===== src/rtl/swlv_ram.sv =====
// Generic single-write, single-read RAM with registered read data.
module swlv_ram #(
  parameter int WIDTH = 16,
  parameter int DEPTH = 16
) (
  input  logic                     clk,
  input  logic                     we,
  input  logic [$clog2(DEPTH)-1:0] waddr,
  input  logic [WIDTH-1:0]         wdata,
  input  logic                     re,
  input  logic [$clog2(DEPTH)-1:0] raddr,
  output logic [WIDTH-1:0]         rdata
);

  logic [WIDTH-1:0] mem [DEPTH];

  // Write port and registered read port.
  always_ff @(posedge clk) begin
    if (we) begin
      mem[waddr] <= wdata;
    end
    if (re) begin
      rdata <= mem[raddr];
    end
  end

endmodule


===== config.mk =====
export PLATFORM = sky130hd
export DESIGN_NAME = swlv_ram
export DESIGN_NICKNAME = d
export VERILOG_FILES = /design/src/rtl/swlv_ram.sv
export SDC_FILE = /design/constraint.sdc
export NUM_CORES = 1
export LEC_CHECK = 0
export BUFFER_PORTS_ARGS = -buffer_cell sky130_fd_sc_hd__buf_2
export CAP_MARGIN = 5
export CORE_AREA = 4 4 136 138
export CTS_CLUSTER_DIAMETER = 120
export CTS_CLUSTER_SIZE = 25
export DETAILED_ROUTE_END_ITERATION = 8
export DIE_AREA = 0 0 140 142
export HOLD_SLACK_MARGIN = 0.06
export PLACE_DENSITY_LB_ADDON = 0.15
export RECOVER_POWER = 50
export SLEW_MARGIN = 20
export SYNTH_ARGS = -nofsm -noshare
export SYNTH_HDL_FRONTEND = slang
export SYNTH_SLANG_ARGS = --single-unit

===== constraint.sdc =====
create_clock -name clk -period 3.4 [get_ports clk]
set_input_delay 0.68 -clock clk [delete_from_list [all_inputs] [get_ports clk]]
set_output_delay 0.68 -clock clk [all_outputs]
set_load 0.005 [all_outputs]

# == Word-level counts from Yosys, hierarchy flattened ==
# Memory sizes are Yosys's and may differ from the RTL's. A register that Yosys moved wholly into a read port is not among the register bits.
# Cells that the tools add are included.
# classes
add_sub_neg,0
mul,0
div_mod_pow,0
magnitude_cmp,0
n_eq_ne,0
shifts,0
mux,2
bitwise_logic,0
reduce_logical,0
# ops
cell,count
1-bit two-way mux,2
# word_totals
register_bits,0
latch_bits,0
ramBits,256
romBits,0
in_bits,27
wordCells,3
n_memories,1
# mem_list
name,words,width,rd,rd_clocked_by_memory_dff,wr,line,rtl
mem,16,16,1,1,1,15,logic [WIDTH-1:0] mem [DEPTH];

# == Depth between registers and ports, before layout ==
# depth
ltp_word,2
ltp_mapped,5
mapped_depth_nobuf,3

# == Worst setup path before layout ==
# No wires, ideal clock.
# synth_timing
path_type,input to register
start,input port waddr[2]
end,memory mem[0][0] (enable)
setup_time_ns,0.409
arrival_ns,2.326
required_ns,2.991
path_slack_ns,0.665
cell_stages,2
n_path_buf,0
cell_sequence,or3b_2 > nor3_1
# synth_rtl
item,line,rtl
"start, declared",8,"input logic [$clog2(DEPTH)-1:0] waddr,"
"end, declared",15,
# Straight into the memory's write port.

# == Worst setup path after layout ==
# layout_timing
start,input port waddr[0]
end,memory mem[15][4] (enable)
# Straight into the memory's write port.

==> impl_results.md <==
* Outcome: finished, final reports clean
* Yosys top cell area share at 80.0%
* DIE WIDTH at 140 µm
* Lkg Pwr at 3.54 nW
* Yosys cell types at 18
* Unrepaired setup endpoints after global routing: no
* Row cnt at 48
* Final RePlAce weighted congestion at between 0.7 and 0.8
* Layout Skew at slightly below 0.01 ns
* Die area at about 20000 µm²
* Multi-input gate area at 1950 µm²
* Sw Pwr at around 1.1 mW
* Ys async rst share at 0%
* Port bufs at 42
* # clock sinks at between 200 and 300
* Worst-Skew Late Latency at ~0.47 ns
* Area grow syn2layout at 9.92%
* Drt pass-1 iters at 4
* Mean post-synth cell area at between 20 and 25 µm²
* Seq cells post-synth at between 200 and 300
* Final period util at roughly 57%
* Die Span Y at between 100 and 150 µm
* Final Critical Period at 1.94 ns
* Vias per cell at roughly 6.4
* CTS buffer count at 14
* Post-synth top cells: edfxtp_1 (272), mux4_2 (54), a22oi_1 (32), nand2_1 (17), nor2_1 (13)
* Ant diodes at 0
* Clock share of power at between 20 and 30%
* HPWL Detailed at roughly 12 mm
* Nature of the critical path endpoint: flop
* Starting Density at 59.4%
* CTS clk-pin slew, worst paths at around 0.090 ns
* Slew margin rel. at ~3.9%
* Synth Flop Type: edfxtp_1
* Peak VDD IR at slightly above 0.3 mV
* Largest net degree at the start of global routing at 65
* Combinational power share at under 10%
* Net count after synthesis at 459
* Total of max-cap violations at 0
* Initial antenna violation count at 0
* Most frequent cell after synthesis: edfxtp_1
* Yosys top cell by area: edfxtp_1
* Grt ovf at 0
* First-pass GRT wire length at 30.6 mm
* Post-cts gate resize count at 0
* Max-slew violation count at 0
* Vias at about 4600
* Iter 0 DRT Violations at about 470
* Worst-Margin Slew at 1.44 ns
* Post-Route WL at 20.2 mm
* Core Box Area at approximately 17000 µm²
* Final setup fails at 0
* CTS tree: built
* CP startpoint kind: input pin
* Power Internal at about 4.7 mW
* Mapped Cells at 432
* Cell Area, Synth at about 10000 µm²
* # IOs at 43
* PwrDens at around 520 nW/µm²
* Depth of the CTS H-tree at 1
* Sequential Area at slightly above 8000 µm²
* Sequential share of the synthesized area at between 80 and 90%
* Root Buffer Master: clkbuf_16
* Setup TNS at 0 ns
* Final net count at 520
* ANT nets after route at 0
* Hold/Removal Path Class: in2reg
* Post-CTS setup repair buffer count at 0
* Seq pwr share at 64.9%
* CP Max Fanout at 9
* Clk buf depth at 3
* Layout cells sized above 1 at a little over a quarter
* Ys Warns at 0
* All-Layer GR Usage at about a fifth
* DR DRC count at 0
* Kind of critical path: in2reg
* Critical path data arrival time at 2.11 ns
* Synth top area cells: edfxtp_1 (80%), mux4_2 (12%), mux4_1 (2.6%)
* Vias in the first global route at 4774
* Overall Power at roughly 6 mW
* Hold buffers post-CTS at 0
* Number of fill cells at ~1200
* Drt wl/cell at 28.2 µm
* Final hold violation count at 0
* Required @ worst endpoint at 3.57 ns
* FMAX at between 500 and 600 MHz
* Sw Share at about a fifth
* EDFF count, synth at between 200 and 300
## flip-flops by register name, summed over array words and instances, names as in the netlist
name and cells:
rdata 16, mem 256
## logic make-up after synthesis
group	Yosys count	share of synthesized area [%]
flip-flops	272	80.0
multiplexers	64	14.5
AND/OR/NAND/NOR	43	1.89
AO/OA/AOI/OAI	32	2.35
buffers and inverters	21	1.21
## final timing paths
path         slack [ns]            startpoint  depth (start not counted)               endpoint
max                1.46              waddr[0]                          4   mem[15][4]$_DFFE_PP_
min                0.70             wdata[13]                          1  mem[14][13]$_DFFE_PP_
max reg2reg        1.88  mem[11][3]$_DFFE_PP_                          3     rdata[3]$_DFFE_PP_
min reg2reg        0.75  mem[14][5]$_DFFE_PP_                          3     rdata[5]$_DFFE_PP_
## final cells by class
| class | instances | area share, % |
|---|---|---|
| Multi-Input combinational cell | 139 | 17.4 |
| Sequential cell | 272 | 72.8 |
| Clock buffer | 15 | 3.35 |
| Clock inverter | 1 | 0.0446 |
| Timing Repair Buffer | 66 | 3.85 |
| Tap cell | 225 | 2.51 |
## cell usage in the layout (no fill, tap or decap)
master | synthesis | routed
a22oi_1 | 32 | 32
and2_1 | 1 | 1
buf_12 | 0 | 5
buf_2 | 3 | 22
buf_4 | 3 | 20
clkbuf_1 | 8 | 19
clkbuf_16 | 0 | 15
clkinv_2 | 0 | 1
edfxtp_1 | 272 | 272
mux4_1 | 10 | 10
mux4_2 | 54 | 54
nand2_1 | 17 | 17
nand2b_1 | 2 | 2
nand3_1 | 1 | 1
nand3b_1 | 2 | 2
nor2_1 | 13 | 4
nor2_2 | 0 | 9
nor2b_1 | 2 | 2
nor3_2 | 0 | 4
or3b_2 | 1 | 1
## power groups by stage
stage | registers, mW | clock network (mW) | logic [mW]
2_1_floorplan | 3.86 | 0 | 0.183
3_3_place_gp | 3.87 | 0 | 0.328
3_5_place_dp | 3.87 | 0 | 0.334
4_1_cts | 3.79 | 1.75 | 0.335
5_1_grt | 3.80 | 1.92 | 0.354
6_report | 3.79 | 1.73 | 0.324
## worst max-delay path, cell delays in order
cell      delay [ns]
clkbuf_1        0.29
nand2_1         0.22
nor2_2          0.56
buf_4           0.35
## routing by layer
layer	routed length, µm	track usage (%)
met5	0	0
met2	9840	32.9
met1	8720	33.9
met3	1490	2.25
met4	170	3.06
## stage by stage
step | hold slack, ns | instances | setup slack [ns] | util (%) | instance area [µm²]
4_1_cts | 0.556 | 718 | 1.54 | 65.5 | 11200
2_1_floorplan | 0.710 | 432 | 0.665 | - | 10200
3_5_place_dp | 0.740 | 702 | 1.04 | 63.3 | 10900
3_3_place_gp | 0.730 | 702 | 1.06 | 63.3 | 10900
5_1_grt | 0.737 | 718 | 1.43 | 65.3 | 11200
6_report | 0.697 | 718 | 1.46 | 65.3 | 11200
Note: power is estimated with default switching activity, not from simulation.
