**src/rtl/swlv_pkg.sv**
```systemverilog
// Shared constants, types and log tables of the sliding-window log variance block.
package swlv_pkg;

  localparam int MAX_DIMS   = 16;
  localparam int DIM_W      = $clog2(MAX_DIMS);
  localparam int DCFG_W     = 5;
  localparam int NFRAMES    = 7;
  localparam int SLOT_W     = $clog2(NFRAMES);
  localparam int CENTER_AGE = 3;
  localparam int NWIN       = 3;
  localparam int COEF_W     = 16;
  localparam int SQ_W       = 2 * COEF_W - 1;
  localparam int SX_W       = COEF_W + 3;
  localparam int SXX_W      = SQ_W + 3;
  localparam int NUM_W      = 36;
  localparam int E_W        = $clog2(NUM_W);
  localparam int LOG_TABLE_BITS = 8;
  localparam int LUT_SIZE   = 1 << LOG_TABLE_BITS;
  localparam int L2_W       = 24;
  localparam int PROD_W     = 41;
  localparam int LN_W       = PROD_W - 16;
  localparam int ACC_W      = 32;
  localparam int FRAME_W    = 16;
  localparam int OUT_W      = 216;

  localparam logic [15:0] LN2_Q16 = 16'd45426;

  typedef logic [15:0] lut_t [LUT_SIZE];
  typedef logic [L2_W-1:0] off_t [NWIN];

  // Per-item control that travels down the pipeline beside the data.
  typedef struct packed {
    logic [DIM_W-1:0]   d;
    logic [SLOT_W-1:0]  slot;
    logic               last;
    logic               emit;
    logic               clear;
    logic [DIM_W-1:0]   dsel;
    logic [FRAME_W-1:0] center;
  } ctl_t;

  // One log2 table entry, built by repeated squaring of a Q1.30 mantissa.
  function automatic logic [15:0] log_entry(int i);
    longint unsigned m;
    logic [15:0] r;
    m = longint'(LUT_SIZE + i) << (30 - LOG_TABLE_BITS);
    r = '0;
    for (int k = 0; k < 16; k++) begin
      m = (m * m) >> 30;
      r = r << 1;
      if (m >= 64'h8000_0000) begin
        r[0] = 1'b1;
        m = m >> 1;
      end
    end
    return r;
  endfunction

  function automatic lut_t build_lut();
    lut_t t;
    for (int i = 0; i < LUT_SIZE; i++) begin
      t[i] = log_entry(i);
    end
    return t;
  endfunction

  // log2 in Q16.16 of a small constant, the same way the datapath does it.
  function automatic int log2_const(int v);
    int e;
    int idx;
    e = 0;
    for (int b = 0; b < 31; b++) begin
      if ((v >> b) != 0) e = b;
    end
    if (e >= LOG_TABLE_BITS) idx = v >> (e - LOG_TABLE_BITS);
    else idx = v << (LOG_TABLE_BITS - e);
    idx = idx & (LUT_SIZE - 1);
    return e * 65536 + int'(log_entry(idx));
  endfunction

  localparam lut_t LOG_LUT = build_lut();

  // log2(n*n) plus the Q16 scale of the numerator, per window.
  localparam off_t LOG_OFFSET = '{
    L2_W'(log2_const(9) + 16 * 65536),
    L2_W'(log2_const(25) + 16 * 65536),
    L2_W'(log2_const(49) + 16 * 65536)
  };

endpackage

```
**src/rtl/swlv_log_unit.sv**
```systemverilog
// Pipelined natural log of the variances of the three windows, from their numerators.
module swlv_log_unit
  import swlv_pkg::*;
(
  input  logic                       clk,
  input  logic [4:0]                 ld,      // stage loads, lowest stage first
  input  logic [NWIN-1:0][NUM_W-1:0] num_in,
  output logic [NWIN-1:0][LN_W-1:0]  ln_out
);

  logic [NWIN-1:0][NUM_W-1:0]  num6;
  logic [NWIN-1:0][E_W-1:0]    e6;
  logic [NWIN-1:0][E_W-1:0]    e_comb;
  logic [NWIN-1:0][E_W-1:0]    e7;
  logic [NWIN-1:0][LOG_TABLE_BITS-1:0] idx7;
  logic [NWIN-1:0][NUM_W-1:0]  norm;
  logic [NWIN-1:0][L2_W-1:0]   l2v8;
  logic [NWIN-1:0][PROD_W-1:0] p9;
  logic [NWIN-1:0][PROD_W-1:0] mag;
  logic [NWIN-1:0][PROD_W-1:0] q;

  // Position of the top set bit.
  always_comb begin
    for (int w = 0; w < NWIN; w++) begin
      e_comb[w] = '0;
      for (int b = 0; b < NUM_W; b++) begin
        if (num_in[w][b]) e_comb[w] = E_W'(b);
      end
    end
  end

  // Bits below the top bit select the table entry.
  always_comb begin
    for (int w = 0; w < NWIN; w++) begin
      norm[w] = num6[w] << (E_W'(NUM_W - 1) - e6[w]);
    end
  end

  // Rounding of the scaled product, half away from zero.
  always_comb begin
    for (int w = 0; w < NWIN; w++) begin
      mag[w] = p9[w][PROD_W-1] ? (~p9[w] + PROD_W'(1)) : p9[w];
      q[w]   = (mag[w] + PROD_W'(32768)) >> 16;
    end
  end

  always_ff @(posedge clk) begin
    for (int w = 0; w < NWIN; w++) begin
      if (ld[0]) begin
        num6[w] <= num_in[w];
        e6[w]   <= e_comb[w];
      end
      if (ld[1]) begin
        e7[w]   <= e6[w];
        idx7[w] <= norm[w][NUM_W-2 -: LOG_TABLE_BITS];
      end
      if (ld[2]) begin
        l2v8[w] <= L2_W'({e7[w], 16'h0000}) + L2_W'(LOG_LUT[idx7[w]]) - LOG_OFFSET[w];
      end
      if (ld[3]) begin
        p9[w] <= PROD_W'($signed(l2v8[w]) * $signed({1'b0, LN2_Q16}));
      end
      if (ld[4]) begin
        ln_out[w] <= p9[w][PROD_W-1] ? LN_W'(~q[w] + PROD_W'(1)) : LN_W'(q[w]);
      end
    end
  end

endmodule

```
**config.mk**
```make
export PLATFORM = sky130hd
export DESIGN_NAME = swlv_log_unit
export DESIGN_NICKNAME = d
export VERILOG_FILES = /design/src/rtl/swlv_pkg.sv /design/src/rtl/swlv_log_unit.sv
export SDC_FILE = /design/constraint.sdc
export NUM_CORES = 2
export LEC_CHECK = 0
export ABC_AREA = 1
export CAP_MARGIN = 20
export CORE_ASPECT_RATIO = 0.9
export CORE_MARGIN = 8
export CORE_UTILIZATION = 65
export CTS_CLUSTER_DIAMETER = 60
export DETAILED_ROUTE_END_ITERATION = 16
export DONT_BUFFER_PORTS = 1
export PLACE_DENSITY = 0.81
export SLEW_MARGIN = 20
export SYNTH_ARGS = -nofsm -noshare
export SYNTH_HDL_FRONTEND = slang
export SYNTH_SLANG_ARGS = --single-unit
```
**constraint.sdc**
```tcl
create_clock -name clk -period 17.2 [get_ports clk]
set_input_delay 3.44 -clock clk [delete_from_list [all_inputs] [get_ports clk]]
set_output_delay 3.44 -clock clk [all_outputs]
set_load 0.1 [all_outputs]
```
Word level (Yosys, flattened, before mapping)
Memory sizes are Yosys's and may differ from the RTL's.
Cells that the tools add are included.
Widths: inputs -> output; s select.
{"block": "totals", "register_bits": 435, "latch_bits": 0, "ramBits": 0, "rom_bits": 12288, "inputBits": 114, "out_inout_bits": 75, "elab_cells": 186, "memories": 3}
{"memory": "(no name shown)", "words": 256, "width": 16, "read_ports": 1, "rd_clocked_by_memory_dff": 0, "write_ports": 0, "line": "swlv_log_unit.sv:58", "source": "l2v8[w] <= L2_W'({e7[w], 16'h0000}) + L2_W'(LOG_LUT[idx7[w]]) - LOG_OFFSET[w];"}
{"memory": "(no name shown)", "words": 256, "width": 16, "read_ports": 1, "rd_clocked_by_memory_dff": 0, "write_ports": 0, "line": "swlv_log_unit.sv:58"}
{"memory": "(no name shown)", "words": 256, "width": 16, "read_ports": 1, "rd_clocked_by_memory_dff": 0, "write_ports": 0, "line": "swlv_log_unit.sv:58"}
{"block": "classes", "addsub": 18, "n_mul": 3, "div": 0, "order_cmp": 3, "n_eq_ne": 0, "n_shift": 3, "n_mux": 114, "bitwise_logic": 9, "n_reduce_logical": 6}
{"op": "$mux 6", "count": 87}
{"op": "$add 41x1->41 const B", "count": 3}
{"op": "$add 41x16->41 const B", "count": 3}
{"op": "$mux 41", "count": 3}
{"op": "$not 41->41", "count": 3}
{"op": "$mul 24x16->40 const B", "count": 3}
{"op": "$shl 36x6->35", "count": 3}
{"op": "$mux 16", "count": 6}
{"op": "$add 25x1->25 const B", "count": 3}
{"op": "$mux 25", "count": 3}
{"op": "$not 25->25", "count": 3}
{"op": "$sub 23x21->24 const B", "count": 3}
{"op": "$add 22x16->23", "count": 3}
{"op": "$ge 9x9->1 const B", "count": 3}
{"op": "$not 8->9", "count": 3}
{"op": "$sub 6x6->6 const A", "count": 3}
{"op": "$mux 2", "count": 8}
{"op": "$reduce_or 4->1", "count": 3}
{"op": "$mux 1", "count": 6}
{"op": "$reduce_or 2->1", "count": 3}
{"op": "$mux 3", "count": 1}

Longest topological paths before layout
{"block": "logic_depth", "word_depth": 34, "ltp_mapped": 33}

Worst setup path after synthesis
OpenSTA, ideal clock, no wires.
{"block": "synth_timing", "path_type": "reg2reg", "start": "reg l2v8[35] in the netlist's numbering", "end": "reg p9[79] in the netlist's numbering (data pin)", "t_arrival_ns": 5.495, "required_time_ns": 16.935, "slack_ns": 11.440, "stages_incl_launch_ff": 23, "period_less_slack_ns": 5.760, "path_cell_list": "edfxtp_1 > ha_1 > inv_1 > fa_1 > inv_1 > fa_1 > fa_1 > fa_1 > fa_1 > ha_1 > a21oi_1 > o21ai_0 > a21oi_1 > o21ai_0 > a21oi_1 > o21ai_0 > a31oi_1 > o21ai_0 > a21oi_1 > inv_1 > a21oi_1 > o21ai_0 > xor2_1"}
{"block": "synth_between", "elab_chain_cells": 1}
{"element": "from (decl)", "line": "swlv_log_unit.sv:17", "source": "logic [NWIN-1:0][L2_W-1:0] l2v8;"}
{"element": "from (signal, indexed assignment)", "line": "swlv_log_unit.sv:58"}
{"element": "$mul 24x16->40", "line": "swlv_log_unit.sv:61", "source": "p9[w] <= PROD_W'($signed(l2v8[w]) * $signed({1'b0, LN2_Q16}));"}
{"element": "to (signal, indexed assignment)", "line": "swlv_log_unit.sv:61"}
{"element": "to (decl)", "line": "swlv_log_unit.sv:18", "source": "logic [NWIN-1:0][PROD_W-1:0] p9;"}
No other way between the ends.
A chain may end at the register's enable or synchronous reset.

Worst setup path in the final report
{"block": "layout_timing", "start": "reg l2v8[51] in the netlist's numbering", "end": "reg p9[115] in the netlist's numbering (data pin)"}
Same word-level chain as after synthesis.

==> run metrics <==
FF+latch area 0.0130 mm2; detailed placer's ending HPWL 149000 um; CP Launch Type register; final setup fails 0; Die Footprint 0.0988 mm2; syn avg cell area 7.62 um2; Synth Instances 7594; first-pass GRT wire length 302000 um; Die X 331 um; Worst slew margin 0.235; CTS Root Buffer Type clkbuf_16; final wirelength 194000 um; initial antenna violation count 5; grt ovf 0; final net count 8622; Core Region 0.0889 mm2; Setup Fix Bufs, Post-CTS 0; cts bufs inserted 54; most common flop cell mapped by yosys edfxtp_1; Fillers 6616; vias per inst 6.32; vias in the first global route 54820; io pins 189; Netlist cell types 75; Worst Clk Skew 30.0 ps; post-synthesis instance area 0.0579 mm2; clk slew on worst S/H paths 60 ps; sequential-to-total area share from yosys stat 0.224; measured slew at the worst slew-check pin 1140 ps; 1st-iter DRT viols 7498; CP Capture Type register; syn nets 8726; clk_lat worst skew 640 ps; Post-synth ARST share 0; Syn-to-layout area delta 4.87%; Post-synth EDFFs 432; post-CTS sizing 0; post-DR wirelength/cell 22.2 um; CTS H-Tree Depth 2; IO buf count 0; row cnt 104; Starting Density 0.651; CP most frequent cell nand2_1; minimum clock period 6900 ps; final setup TNS 0 ps; flops & latches, synth 432; First-pass DRT Iterations 9; Slowest-stage cell, CP edfxtp_1; ANT nets after route 0; Die Ht 299 um; Worst Reg2Reg Path Length in Cells 30; status finished clean; Slew Viols, Final 0; fmax 145 MHz; Sink Count 432; Hold Path Cell Cnt 0; CTS max path bufs 3; final hold violations 0; Post-CTS Hold Fix Bufs 0; synth warn 0; RSZ-0062 raised after global routing no; largest net degree at the start of global routing 124; DRC 0; Worst Path Required 17590 ps; layout cells sized above 1 0.0345; CP Class reg2reg; commonest non-fill, non-tap cells in the layout nand2_1, inv_1, nor2_1, ha_1, o21ai_0; most common cell after layout, fill and taps aside nand2_1; crit path max fanout 6; GPL Wtd Cong 1.04; CTS tree built; Multi-input gate area 0.0386 mm2; Via Count 55043; Max stage delay on crit path 520 ps; max_cap viols 0; total global-route track usage 0.381; data arrival time of the worst path 7300 ps; worst hold path class reg2reg; Final Cycle Share 0.401
-- per-layer routing --
metal,GRT usage,wire [um]
met5,0,23
met4,0.159,9220
met3,0.0947,22100
met2,0.609,87100
met1,0.494,75100
-- synth_stat cells, types with 17 or more instances --
cell,count,area share
o2111ai_1,32,0.0048
nor4_1,37,0.0040
nand4_1,62,0.0067
nor3_1,69,0.0060
o22ai_1,32,0.0035
a211oi_1,23,0.0030
ha_1,586,0.13
o21ai_1,25,0.0022
xnor2_1,81,0.012
buf_1,34,0.0022
a221oi_1,20,0.0030
a21oi_1,336,0.029
clkbuf_1,143,0.0093
o31ai_1,26,0.0034
o311ai_0,37,0.0056
o221ai_1,44,0.0067
inv_1,1432,0.093
nor2_2,17,0.0018
o211ai_1,85,0.011
o21ai_0,459,0.040
nand2_1,1595,0.10
edfxtp_1,432,0.22
xor2_1,196,0.030
nand3_1,430,0.037
nor2_1,595,0.039
fa_1,432,0.15
a31oi_1,64,0.0069
buf_2,35,0.0030
-- area by class of cell --
type | instances | area share
repair buffers | 52 | 0.00643
well taps | 1166 | 0.0240
multi-input cells | 5491 | 0.636
flip-flops and latches | 432 | 0.214
clock buffers | 59 | 0.0229
diodes | 3 | 0.000124
inverters | 1459 | 0.0902
clock inverters | 41 | 0.00672
-- through the flow --
stage	hold WS, ps	instances	area, um2	util	setup slack (ps)
global route	516	8700	60700	0.683	10080
global placement	462	8600	58900	0.662	11000
floorplan	424	7594	57900	-	11440
detailed placement	478	8600	58900	0.662	10700
finish	498	8703	60700	0.683	10300
CTS	497	8700	60700	0.683	10470
-- cell families (layout without fill, tap and decap cells) --
family	after synthesis	count (layout)	synth area share
AO/OA/AOI/OAI	1283	1283	0.133
XOR/XNOR	289	289	0.0453
adder cells (fa/ha/maj)	1018	1018	0.276
buffers and inverters	1671	1611	0.109
flip-flops	432	432	0.224
multiplexers	3	3	0.000519
other	0	3	0
AND/OR/NAND/NOR	2898	2898	0.211
-- sequential cells by signal (all words and copies together), names as in the netlist --
register / flops
p9: 120
num6: 105
idx7: 24
ln_out: 75
e7: 18
e6: 18
l2v8: 72
-- worst paths after layout --
path                       startpoint                 to  slack (ps)
setup / recovery   l2v8[51]$_DFFE_PP_  p9[115]$_DFFE_PP_       10300
hold / removal    e6[5]$_SDFFCE_PP1P_    e7[5]$_DFFE_PP_         500
setup reg to reg   l2v8[51]$_DFFE_PP_  p9[115]$_DFFE_PP_       10300
hold reg to reg   e6[5]$_SDFFCE_PP1P_    e7[5]$_DFFE_PP_         500
-- critical path: cells and delay by family (launching register included) --
kind / cells / cell delay, ps
DFF: 1 / 520
buffers and inverters: 5 / 270
adders and majority gates: 7 / 2560
and+or+nand+nor: 11 / 1390
AOI/OAI and AO/OA: 7 / 1900
Power is left out: the tool's default activity adds up to more than one toggle a clock period on the data nets, which glitch-free logic cannot reach.
